===== config.mk =====
export PLATFORM = sky130hd
export DESIGN_NAME = jvm_div
export DESIGN_NICKNAME = d
export VERILOG_FILES = /design/src/hw/rtl/jvm_pkg.sv /design/src/hw/rtl/jvm_div.sv
export SDC_FILE = /design/constraint.sdc
export NUM_CORES = 1
export LEC_CHECK = 0
export ABC_AREA = 1
export BUFFER_PORTS_ARGS = -buffer_cell sky130_fd_sc_hd__buf_2
export CORE_MARGIN = 5
export CORE_UTILIZATION = 55
export CTS_CLUSTER_DIAMETER = 30
export DETAILED_ROUTE_END_ITERATION = 12
export GPL_ROUTABILITY_DRIVEN = 0
export GPL_TIMING_DRIVEN = 0
export PLACE_DENSITY_LB_ADDON = 0.15
export REMOVE_ABC_BUFFERS = 1
export SETUP_SLACK_MARGIN = 0.5
export SLEW_MARGIN = 20
export SYNTH_ARGS = -nofsm -noshare
export SYNTH_HDL_FRONTEND = slang
export SYNTH_SLANG_ARGS = --single-unit
export TNS_END_PERCENT = 50

===== constraint.sdc =====
create_clock -name aclk -period 3 [get_ports aclk]
set_clock_uncertainty 0.05 [all_clocks]
set_input_delay 0.45 -clock aclk [delete_from_list [all_inputs] [get_ports aclk]]
set_output_delay 0.45 -clock aclk [all_outputs]
set_load 0.03 [all_outputs]

===== src/hw/rtl/jvm_pkg.sv =====
package jvm_pkg;

    localparam int STACK_DEPTH  = 256;
    localparam int LOCALS_COUNT = 256;
    localparam int SLOT_WIDTH   = 32;
    localparam int PC_WIDTH     = 16;

    localparam int SP_W  = $clog2(STACK_DEPTH + 1);
    localparam int SA_W  = $clog2(STACK_DEPTH);
    localparam int LOC_W = $clog2(LOCALS_COUNT);

    // opcodes
    localparam logic [7:0] OP_NOP       = 8'h00;
    localparam logic [7:0] OP_ICONST_M1 = 8'h02;
    localparam logic [7:0] OP_ICONST_0  = 8'h03;
    localparam logic [7:0] OP_ICONST_5  = 8'h08;
    localparam logic [7:0] OP_BIPUSH    = 8'h10;
    localparam logic [7:0] OP_SIPUSH    = 8'h11;
    localparam logic [7:0] OP_LDC       = 8'h12;
    localparam logic [7:0] OP_ILOAD     = 8'h15;
    localparam logic [7:0] OP_ILOAD_0   = 8'h1a;
    localparam logic [7:0] OP_ILOAD_3   = 8'h1d;
    localparam logic [7:0] OP_ISTORE    = 8'h36;
    localparam logic [7:0] OP_ISTORE_0  = 8'h3b;
    localparam logic [7:0] OP_ISTORE_3  = 8'h3e;
    localparam logic [7:0] OP_POP       = 8'h57;
    localparam logic [7:0] OP_DUP       = 8'h59;
    localparam logic [7:0] OP_IADD      = 8'h60;
    localparam logic [7:0] OP_ISUB      = 8'h64;
    localparam logic [7:0] OP_IMUL      = 8'h68;
    localparam logic [7:0] OP_IDIV      = 8'h6c;
    localparam logic [7:0] OP_IINC      = 8'h84;
    localparam logic [7:0] OP_IFEQ      = 8'h99;
    localparam logic [7:0] OP_IFLE      = 8'h9e;
    localparam logic [7:0] OP_IF_ICMPEQ = 8'h9f;
    localparam logic [7:0] OP_IF_ICMPLE = 8'ha4;
    localparam logic [7:0] OP_GOTO      = 8'ha7;
    localparam logic [7:0] OP_IRETURN   = 8'hac;
    localparam logic [7:0] OP_RETURN    = 8'hb1;

    localparam logic CMD_EXEC  = 1'b0;
    localparam logic CMD_START = 1'b1;

    localparam logic [2:0] ST_RUN      = 3'd0;
    localparam logic [2:0] ST_VRET     = 3'd1;
    localparam logic [2:0] ST_IRET     = 3'd2;
    localparam logic [2:0] ST_END      = 3'd3;
    localparam logic [2:0] ST_DIVZERO  = 3'd4;
    localparam logic [2:0] ST_BADOP    = 3'd5;
    localparam logic [2:0] ST_STKFAULT = 3'd6;
    localparam logic [2:0] ST_HALTED   = 3'd7;

    typedef struct packed {
        logic               command;
        logic [7:0]         opcode;
        logic [7:0]         operand_first;
        logic [7:0]         operand_second;
        logic signed [31:0] const_value;
    } jvm_in_t;

    typedef struct packed {
        logic [15:0]        next_pc;
        logic [2:0]         status;
        logic signed [31:0] return_value;
    } jvm_out_t;

endpackage


===== src/hw/rtl/jvm_div.sv =====
module jvm_div (
    input  logic        aclk,
    input  logic        aresetn,
    input  logic        start,
    input  logic [31:0] dividend,
    input  logic [31:0] divisor,
    output logic        done,
    output logic [31:0] quotient
);
    import jvm_pkg::*;

    logic        busy_reg, busy_next;
    logic        done_reg, done_next;
    logic [4:0]  cnt_reg, cnt_next;
    logic [31:0] rem_reg, rem_next;
    logic [31:0] quo_reg, quo_next;
    logic [31:0] dvs_reg, dvs_next;
    logic        neg_reg, neg_next;
    logic [32:0] shifted;
    logic [32:0] diff;

    assign shifted = {rem_reg, quo_reg[31]};
    assign diff    = shifted - {1'b0, dvs_reg};

    always_comb begin
        busy_next = busy_reg;
        done_next = 1'b0;
        cnt_next  = cnt_reg;
        rem_next  = rem_reg;
        quo_next  = quo_reg;
        dvs_next  = dvs_reg;
        neg_next  = neg_reg;
        if (start) begin
            busy_next = 1'b1;
            cnt_next  = '0;
            rem_next  = '0;
            quo_next  = dividend[31] ? (32'd0 - dividend) : dividend;
            dvs_next  = divisor[31] ? (32'd0 - divisor) : divisor;
            neg_next  = dividend[31] ^ divisor[31];
        end else if (busy_reg) begin
            // one restoring step per cycle
            if (!diff[32]) begin
                rem_next = diff[31:0];
                quo_next = {quo_reg[30:0], 1'b1};
            end else begin
                rem_next = shifted[31:0];
                quo_next = {quo_reg[30:0], 1'b0};
            end
            cnt_next = cnt_reg + 5'd1;
            if (cnt_reg == 5'd31) begin
                busy_next = 1'b0;
                done_next = 1'b1;
            end
        end
    end

    always_ff @(posedge aclk) begin
        if (!aresetn) begin
            busy_reg <= 1'b0;
            done_reg <= 1'b0;
            cnt_reg  <= '0;
        end else begin
            busy_reg <= busy_next;
            done_reg <= done_next;
            cnt_reg  <= cnt_next;
        end
        rem_reg <= rem_next;
        quo_reg <= quo_next;
        dvs_reg <= dvs_next;
        neg_reg <= neg_next;
    end

    assign done     = done_reg;
    assign quotient = neg_reg ? (32'd0 - quo_reg) : quo_reg;

endmodule


==> results.md, run 1 <==
| Parameter | Value | Unit |
|:---|:---|:---|
| Minimum clock period | 2.93 | ns |
| Data arrival, critical path | 2.43 | ns |
| First-pass DRT Iterations | 6 | - |
| Number of maximum-capacitance violations | 0 | - |
| Leakage power summed over all cells | 5.83 | nW |
| Clock tree root buffer cell | sky130_fd_sc_hd__clkbuf_16 | - |
| Mean post-synth cell area | 6.21 | um2 |
| Final hold violations | 0 | - |
| Area used by sequential logic in the layout | 2730 | um2 |
| Finished layout cell area | 11200 | um2 |
| WP buf/inv | 2 | - |
| Number of top-level pins | 100 | - |
| Overall routed net length | 26000 | um |
| Core footprint | 16500 | um2 |
| Switch Pwr | 1.49 | mW |
| Average detailed-routed wire length per instance | 14.2 | um |
| Count of cell types in the netlist | 35 | - |
| Clock transition at the register clock pins on the worst setup and hold paths after CTS | 0.08 | ns |
| Setup_tns | 0 | ns |
| Met2 wire len | 12900 | um |
| Clock group share of total power | 29.0 | % |
| Starting density of the core | 55.7 | % |
| Initial antenna violation count | 3 | - |
| Crit-path cells | nor2_1, nand2_1, nor2_1, nand2_2, nor2_4, inv_2, o21ai_2, xor2_1, buf_4 | - |
| Largest buffer count on any clock path | 2 | - |
| Net count of the finished layout | 1704 | - |
| Ys flop type | sky130_fd_sc_hd__edfxtp_1 | - |
| Floorplan row count | 47 | - |
| Post-layout instance count excluding filler cells | 1826 | - |
| Total half-perimeter wirelength after legalization and detailed placement | 18100 | um |
| Simple logic cell fraction of the synthesized area | 36.7 | % |
| Element type at the critical path end | primary output | - |
| CTS sink cnt | 104 | - |
| Count of hold-fix buffers inserted at cts | 0 | - |
| Most frequent CP cell | sky130_fd_sc_hd__nor2_1 | - |
| Synthesized-area fraction occupied by xor and xnor cells | 8.78 | % |
| Die Footprint | 19400 | um2 |
| Result of the run | completed | - |
| Design internal power | 2.80 | mW |
| Cell area reported after detailed placement | 9880 | um2 |
| Most common cell after layout, fill and taps aside | sky130_fd_sc_hd__nand2_1 | - |
| Relative area change from synthesis to final layout | 22.4 | % |
| Fraction of synthesis flops using an asynchronous set or reset pin | 0 | % |
| Slowest library cell on the worst path | sky130_fd_sc_hd__edfxtp_1 | - |
| Worst endpoint required time | 2.50 | ns |
| Share of final-layout standard cells stronger than drive strength 1 | 16.5 | % |
| Largest family of logic cells by synthesized area | simple AND/OR/NAND/NOR gates | - |
| Biggest area contributors in the synthesized netlist | sky130_fd_sc_hd__edfxtp_1, sky130_fd_sc_hd__nand2_1, sky130_fd_sc_hd__inv_1 | - |
| Latest clock arrival within the worst-skew pair | 0.35 | ns |
| Category of cells accounting for the largest share of critical-path delay | simple AND/OR/NAND/NOR gates | - |
| Count of warnings emitted by yosys | 0 | - |
| Sequential Power Share | 40.2 | % |
| Synthesized-area fraction occupied by adder cells | 5.26 | % |
| Startpoint type of the worst setup path | flop | - |
| Flip-flop and latch count after synthesis | 104 | - |
| Critical path's largest stage delay | 0.48 | ns |
| Number of global-route vias before repair | 8690 | - |
| Max Clk Rate | 0.341 | GHz |
| Unrepaired setup endpoints after global routing | true | - |
| Setup slack of the critical path after layout | 0.0658 | ns |
| Via count | 9407 | - |
| Class of the tightest hold or removal check | primary input to flop | - |
| Total overflow reported by the global router | 0 | - |
| Portion of the post-synthesis area used by sequential elements | 29.8 | % |
| Detailed router's first-iteration violation count | 648 | - |
| WS Path Type | flop to primary output | - |
| Instance count of the mapped netlist | 1478 | - |
| Share of the synthesized area in the top cell type | 21.3 | % |
| Net switching share of the total power | 34.7 | % |
| Filler cells | 1470 | - |
| Vertical die dimension | 139 | um |
| Combinational share of power | 30.8 | % |
| Post-synthesis instance area | 9180 | um2 |
| Most frequent cells in the layout | sky130_fd_sc_hd__nand2_1, sky130_fd_sc_hd__inv_1, sky130_fd_sc_hd__nor2_1, sky130_fd_sc_hd__nand3_1, sky130_fd_sc_hd__buf_2 | - |
| Post-synthesis compound-gate area fraction | 5.97 | % |
| Setup-failing EPs final | 0 | - |
| Final antenna-violating net count | 0 | - |
| Count of input and output buffers | 99 | - |
| Multiplexer fraction of the synthesized cell area | 0 | % |
| Maximum number of pins on one net before global-route repair | 64 | - |
| GRT Resource Usage Total | 25.6 | % |
| Sum of routed wire segments on met1 | 10900 | um |
| VDD IR-drop max | 0.268 | mV |
| Placed insts | 1768 | - |
| Area of the multi-input gates | 5880 | um2 |
| Final worst path period share | 97.8 | % |
| DRC violation count after routing | 0 | - |
| Die width | 139 | um |
| Length of routed met3 wiring | 1510 | um |
| H-Tree Level Count | 3 | - |
| Wire length of the first global-routing pass | 40600 | um |
| Slew @ Worst Pin | 1.02 | ns |
| Power Dens Cells | 382 | nW/um2 |
| TritonCTS clock tree | built | - |
| Worst-path fanout max | 4 | - |
| Max-slew violation total from the final report | 0 | - |
| Setup slack at placement | -0.210 | ns |
| Number of buffers created by CTS | 9 | - |
| Routed vias/inst | 5.15 | - |
| Worst-case headroom to the max-slew limit | 31.7 | % |
| Library cell with the largest summed area after synthesis | sky130_fd_sc_hd__edfxtp_1 | - |
| Top routing layer in use | met5 | - |
| Number of synthesized flops with an enable pin | 65 | - |
power by group through the flow:
| stage | Sequential (mW) | Clock [mW] | Combinational (mW) |
|---|---|---|---|
| CTS | 1.72 | 1.27 | 1.14 |
| detailed placement | 1.75 | 0 | 1.09 |
| finish | 1.73 | 1.24 | 1.32 |
| global route | 1.74 | 1.33 | 1.44 |
| floorplan | 1.73 | 0 | 0.748 |
| global placement | 1.75 | 0 | 1.07 |
cell type report:
type	count	area share (%)
antenna	2	0.0445
clock buffer	10	2.13
clock inverter	6	0.668
inverter	293	9.82
multi-input combinational	1057	52.3
sequential	104	24.3
tap	220	2.45
timing repair buffer	134	8.27
metrics by stage:
step	power [mW]	utilization [%]	hold WS, ns
6_report	4.29	68.2	0.266
5_1_grt	4.50	68.2	0.253
4_1_cts	4.14	64.4	0.247
3_5_place_dp	2.84	60.0	0.410
3_3_place_gp	2.82	59.6	0.407
2_1_floorplan	2.48	-	0.392
layer usage:
metal / vias to the layer above / global-route usage [%]
met2: 291 / 44.5
met5: - / 0
met3: 61 / 4.76
met1: 4241 / 31.7
met4: 4 / 9.42
li1: 4810 / -
cell families (layout without fill, tap and decap cells):
family	after synthesis	count (layout)
xor gates and xnor gates	92	92
DFF	104	104
and+or+nand+nor	816	823
adders and majority gates	38	38
AOI/OAI and AO/OA	104	104
buffers and inverters	324	443
other	0	2
timing repair:
action	CTS	global route
cloned	6	1
gates resized for setup	66	133
hold endpoints to repair	0	0
endpoints found under the setup margin	61	61
buffers inserted	10	23
pin swaps	11	48
worst paths after layout:
path	start	end	slack (ns)	cells past startpoint
hold / removal	divisor[0]	dvs_reg[0]	0.27	1
setup reg to reg	quo_reg[31]	rem_reg[26]	0.54	17
setup / recovery	quo_reg[7]	quotient[21]	0.07	9
hold reg to reg	cnt_reg[4]	cnt_reg[4]	0.42	2
cell usage after synthesis, types with 5 or more instances:
library cell / instances
sky130_fd_sc_hd__nor4_1: 5
sky130_fd_sc_hd__or2_2: 8
sky130_fd_sc_hd__nand4_1: 21
sky130_fd_sc_hd__edfxtp_1: 65
sky130_fd_sc_hd__dfxtp_1: 39
sky130_fd_sc_hd__nor2_1: 125
sky130_fd_sc_hd__nor3_1: 30
sky130_fd_sc_hd__inv_1: 292
sky130_fd_sc_hd__a21oi_1: 28
sky130_fd_sc_hd__clkbuf_1: 22
sky130_fd_sc_hd__a31oi_1: 5
sky130_fd_sc_hd__xnor2_1: 24
sky130_fd_sc_hd__nand3_1: 102
sky130_fd_sc_hd__o21ai_0: 63
sky130_fd_sc_hd__and2_1: 6
sky130_fd_sc_hd__ha_1: 37
sky130_fd_sc_hd__nand2_1: 506
sky130_fd_sc_hd__xor2_1: 68
(Power assumes the default switching activity.)
==> run 2: changes to the inputs <==
--- a/config.mk
+++ b/config.mk
@@ -12,7 +12,7 @@
 export CTS_CLUSTER_DIAMETER = 30
 export DETAILED_ROUTE_END_ITERATION = 12
 export GPL_ROUTABILITY_DRIVEN = 0
-export GPL_TIMING_DRIVEN = 0
+export MAX_ROUTING_LAYER = met4
 export PLACE_DENSITY_LB_ADDON = 0.15
 export REMOVE_ABC_BUFFERS = 1
 export SETUP_SLACK_MARGIN = 0.5
==> run 2 against run 1 <==
  * Worst setup slack lost 0.0033 ns
  * Count of clock-buffer cells in the layout increased by 2
  * Core utilization increased by 0.91 points
  * Wire length rose by 1.3%
  * Critical endpoint is now quotient[18]
==> results.md, run 2 (synthesis results as in run 1) <==
| Parameter | Value | Unit | vs previous |
|:---|:---|:---|:---|
| Minimum clock period | 2.94 | ns | was 2.93 ns |
| Routed vias/inst | 5.11 | - | was 5.15 |
| Most frequent cells in the layout | sky130_fd_sc_hd__nand2_1, sky130_fd_sc_hd__inv_1, sky130_fd_sc_hd__nor2_1, sky130_fd_sc_hd__nand3_1, sky130_fd_sc_hd__buf_2 | - | unchanged |
| Share of final-layout standard cells stronger than drive strength 1 | 17.5 | % | was 16.5% |
| Class of the tightest hold or removal check | primary input to flop | - | unchanged |
| Element type at the critical path end | primary output | - | unchanged |
| Critical path's largest stage delay | 0.45 | ns | was 0.48 ns |
| Initial antenna violation count | 3 | - | unchanged |
| Setup-failing EPs final | 0 | - | unchanged |
| Largest buffer count on any clock path | 2 | - | unchanged |
| Final Util | 69.1 | % | was 68.2% |
| Final antenna-violating net count | 0 | - | unchanged |
| Endpoint of the most critical register-to-register path | rem_reg[11] | - | was rem_reg[26] |
| Filler cells | 1420 | - | was 1470 |
| Slew @ Worst Pin | 0.950 | ns | was 1.02 ns |
| Worst R2R Path Depth | 20 | - | was 17 |
| Most common cell after layout, fill and taps aside | sky130_fd_sc_hd__nand2_1 | - | unchanged |
| First-pass DRT Iterations | 6 | - | unchanged |
| Unrepaired setup endpoints after global routing | true | - | unchanged |
| Core footprint | 16500 | um2 | unchanged |
| Relative area change from synthesis to final layout | 24.0 | % | was 22.4% |
| Slowest library cell on the worst path | sky130_fd_sc_hd__edfxtp_1 | - | unchanged |
| Number of top-level pins | 100 | - | unchanged |
| Detailed router's first-iteration violation count | 845 | - | was 648 |
| VDD IR-drop max | 0.279 | mV | was 0.268 mV |
| Latest clock arrival within the worst-skew pair | 0.36 | ns | was 0.35 ns |
| Number of buffers created by CTS | 9 | - | unchanged |
| Die width | 139 | um | unchanged |
| Total half-perimeter wirelength after legalization and detailed placement | 18500 | um | was 18100 um |
| Overall routed net length | 26300 | um | was 26000 um |
| Category of cells accounting for the largest share of critical-path delay | simple AND/OR/NAND/NOR gates | - | unchanged |
| GRT Resource Usage Total | 26.5 | % | was 25.6% |
| Final worst path period share | 97.9 | % | was 97.8% |
| Max-slew violation total from the final report | 0 | - | unchanged |
| Floorplan row count | 47 | - | unchanged |
| WS Path Type | flop to primary output | - | unchanged |
| Net count of the finished layout | 1726 | - | was 1704 |
| Data arrival, critical path | 2.44 | ns | was 2.43 ns |
| Vertical die dimension | 139 | um | unchanged |
| Average detailed-routed wire length per instance | 14.2 | um | about the same |
| Worst-path fanout max | 4 | - | unchanged |
| Starting density of the core | 55.7 | % | unchanged |
| CTS sink cnt | 104 | - | unchanged |
| Leakage power summed over all cells | 6.02 | nW | was 5.83 nW |
| Max Clk Rate | 0.340 | GHz | was 0.341 GHz |
| Hold Crit Depth | 1 | - | unchanged |
| Result of the run | completed | - | unchanged |
| Final hold violations | 0 | - | unchanged |
| Worst-case headroom to the max-slew limit | 36.5 | % | was 31.7% |
| Number of global-route vias before repair | 8880 | - | was 8690 |
| DRC violation count after routing | 0 | - | unchanged |
| H-Tree Level Count | 3 | - | unchanged |
| Via count | 9461 | - | was 9407 |
| Startpoint type of the worst setup path | flop | - | unchanged |
| Total overflow reported by the global router | 0 | - | unchanged |
| Clock tree root buffer cell | sky130_fd_sc_hd__clkbuf_16 | - | unchanged |
| TritonCTS clock tree | built | - | unchanged |
| WP buf/inv | 1 | - | was 2 |
| Logic depth of the worst path, buffers included | 10 | - | was 9 |
| Setup slack of the critical path after layout | 0.0625 | ns | was 0.0658 ns |
| Worst R2R Setup Slack | 0.50 | ns | was 0.54 ns |
| Worst endpoint required time | 2.50 | ns | about the same |
| Power Dens Cells | 369 | nW/um2 | was 382 nW/um2 |
| Count of input and output buffers | 99 | - | unchanged |
| Die Footprint | 19400 | um2 | unchanged |
| Hold WS | 0.246 | ns | was 0.266 ns |
| Maximum number of pins on one net before global-route repair | 39 | - | was 64 |
| Setup slack at placement | 0.233 | ns | was -0.210 ns |
| Number of maximum-capacitance violations | 0 | - | unchanged |
| Wire length of the first global-routing pass | 41200 | um | was 40600 um |
| Most frequent CP cell | sky130_fd_sc_hd__nand2_4 | - | was sky130_fd_sc_hd__nor2_1 |
| Critical path origin | quo_reg[3] | - | was quo_reg[7] |
| Setup_tns | 0 | ns | unchanged |
| Startpoint of the most critical register-to-register path | quo_reg[31] | - | unchanged |
| Crit-path cells | nor2_2, nand2_4, nor3_4, nand2_2, nor2_4, nand2_4, or2_4, o21ai_2, xor2_1, buf_4 | - | was nor2_1, nand2_1, nor2_1, nand2_2, nor2_4, inv_2, o21ai_2, xor2_1, buf_4 |
| Worst setup path endpoint | quotient[18] | - | was quotient[21] |
| Clock transition at the register clock pins on the worst setup and hold paths after CTS | 0.08 | ns | about the same |
[run 2: timing repair]
| action | in CTS | in global routing |
|---|---|---|
| endpoints found under the setup margin | 57 | 61 |
| endpoints found under the hold margin | 0 | 0 |
| setup buffers | 30 | 12 |
| hold buffers | 0 | 0 |
| pin swaps | 28 | 38 |
| gates cloned | 5 | 2 |
| gates resized for setup | 90 | 93 |
[run 2: layout make-up]
cell class	count	area, um2	share of cell area (%)
Antenna cell	4	10.0	0.0879
Timing Repair Buffer	163	1300	11.4
Tap cell	220	275	2.42
Inverter	293	1100	9.66
Clock buffer	12	256	2.25
Clock inverter	4	27.5	0.242
Multi-Input combinational cell	1050	5690	49.9
Sequential cell	104	2730	24.0
[run 2: through the flow]
stage	total power [mW]	cell area, um2	std cells
after detailed placement	2.85	9960	1781
after CTS	4.10	10900	1832
after global placement	2.85	9960	1781
final	4.20	11400	1850
after floorplan	2.48	9040	1447
after global routing	4.39	11400	1849
[run 2: how the worst min path moves through the flow]
stage	startpoint	endpoint	slack (ns)
2_1_floorplan	cnt_reg[4]	cnt_reg[4]	0.39
3_3_place_gp	cnt_reg[4]	cnt_reg[4]	0.41
3_5_place_dp	cnt_reg[4]	cnt_reg[4]	0.41
4_1_cts	divisor[0]	dvs_reg[0]	0.24
5_1_grt	divisor[0]	dvs_reg[0]	0.25
6_report	divisor[0]	dvs_reg[0]	0.25
[run 2: report_power, final]
part | switching [mW] | leakage, nW | internal [mW]
combinational | 0.849 | 4.91 | 0.468
sequential | 0.0703 | 0.966 | 1.65
clock | 0.555 | 0.143 | 0.613
[run 2: routing by layer]
| metal | track usage (%) | up-vias | wire, um |
|---|---|---|---|
| li1 | - | 4845 | - |
| met1 | 32.3 | 4196 | 11100 |
| met2 | 46.0 | 348 | 12700 |
| met3 | 3.38 | 72 | 1610 |
| met4 | 8.14 | 0 | 884 |
| met5 | - | - | 0 |
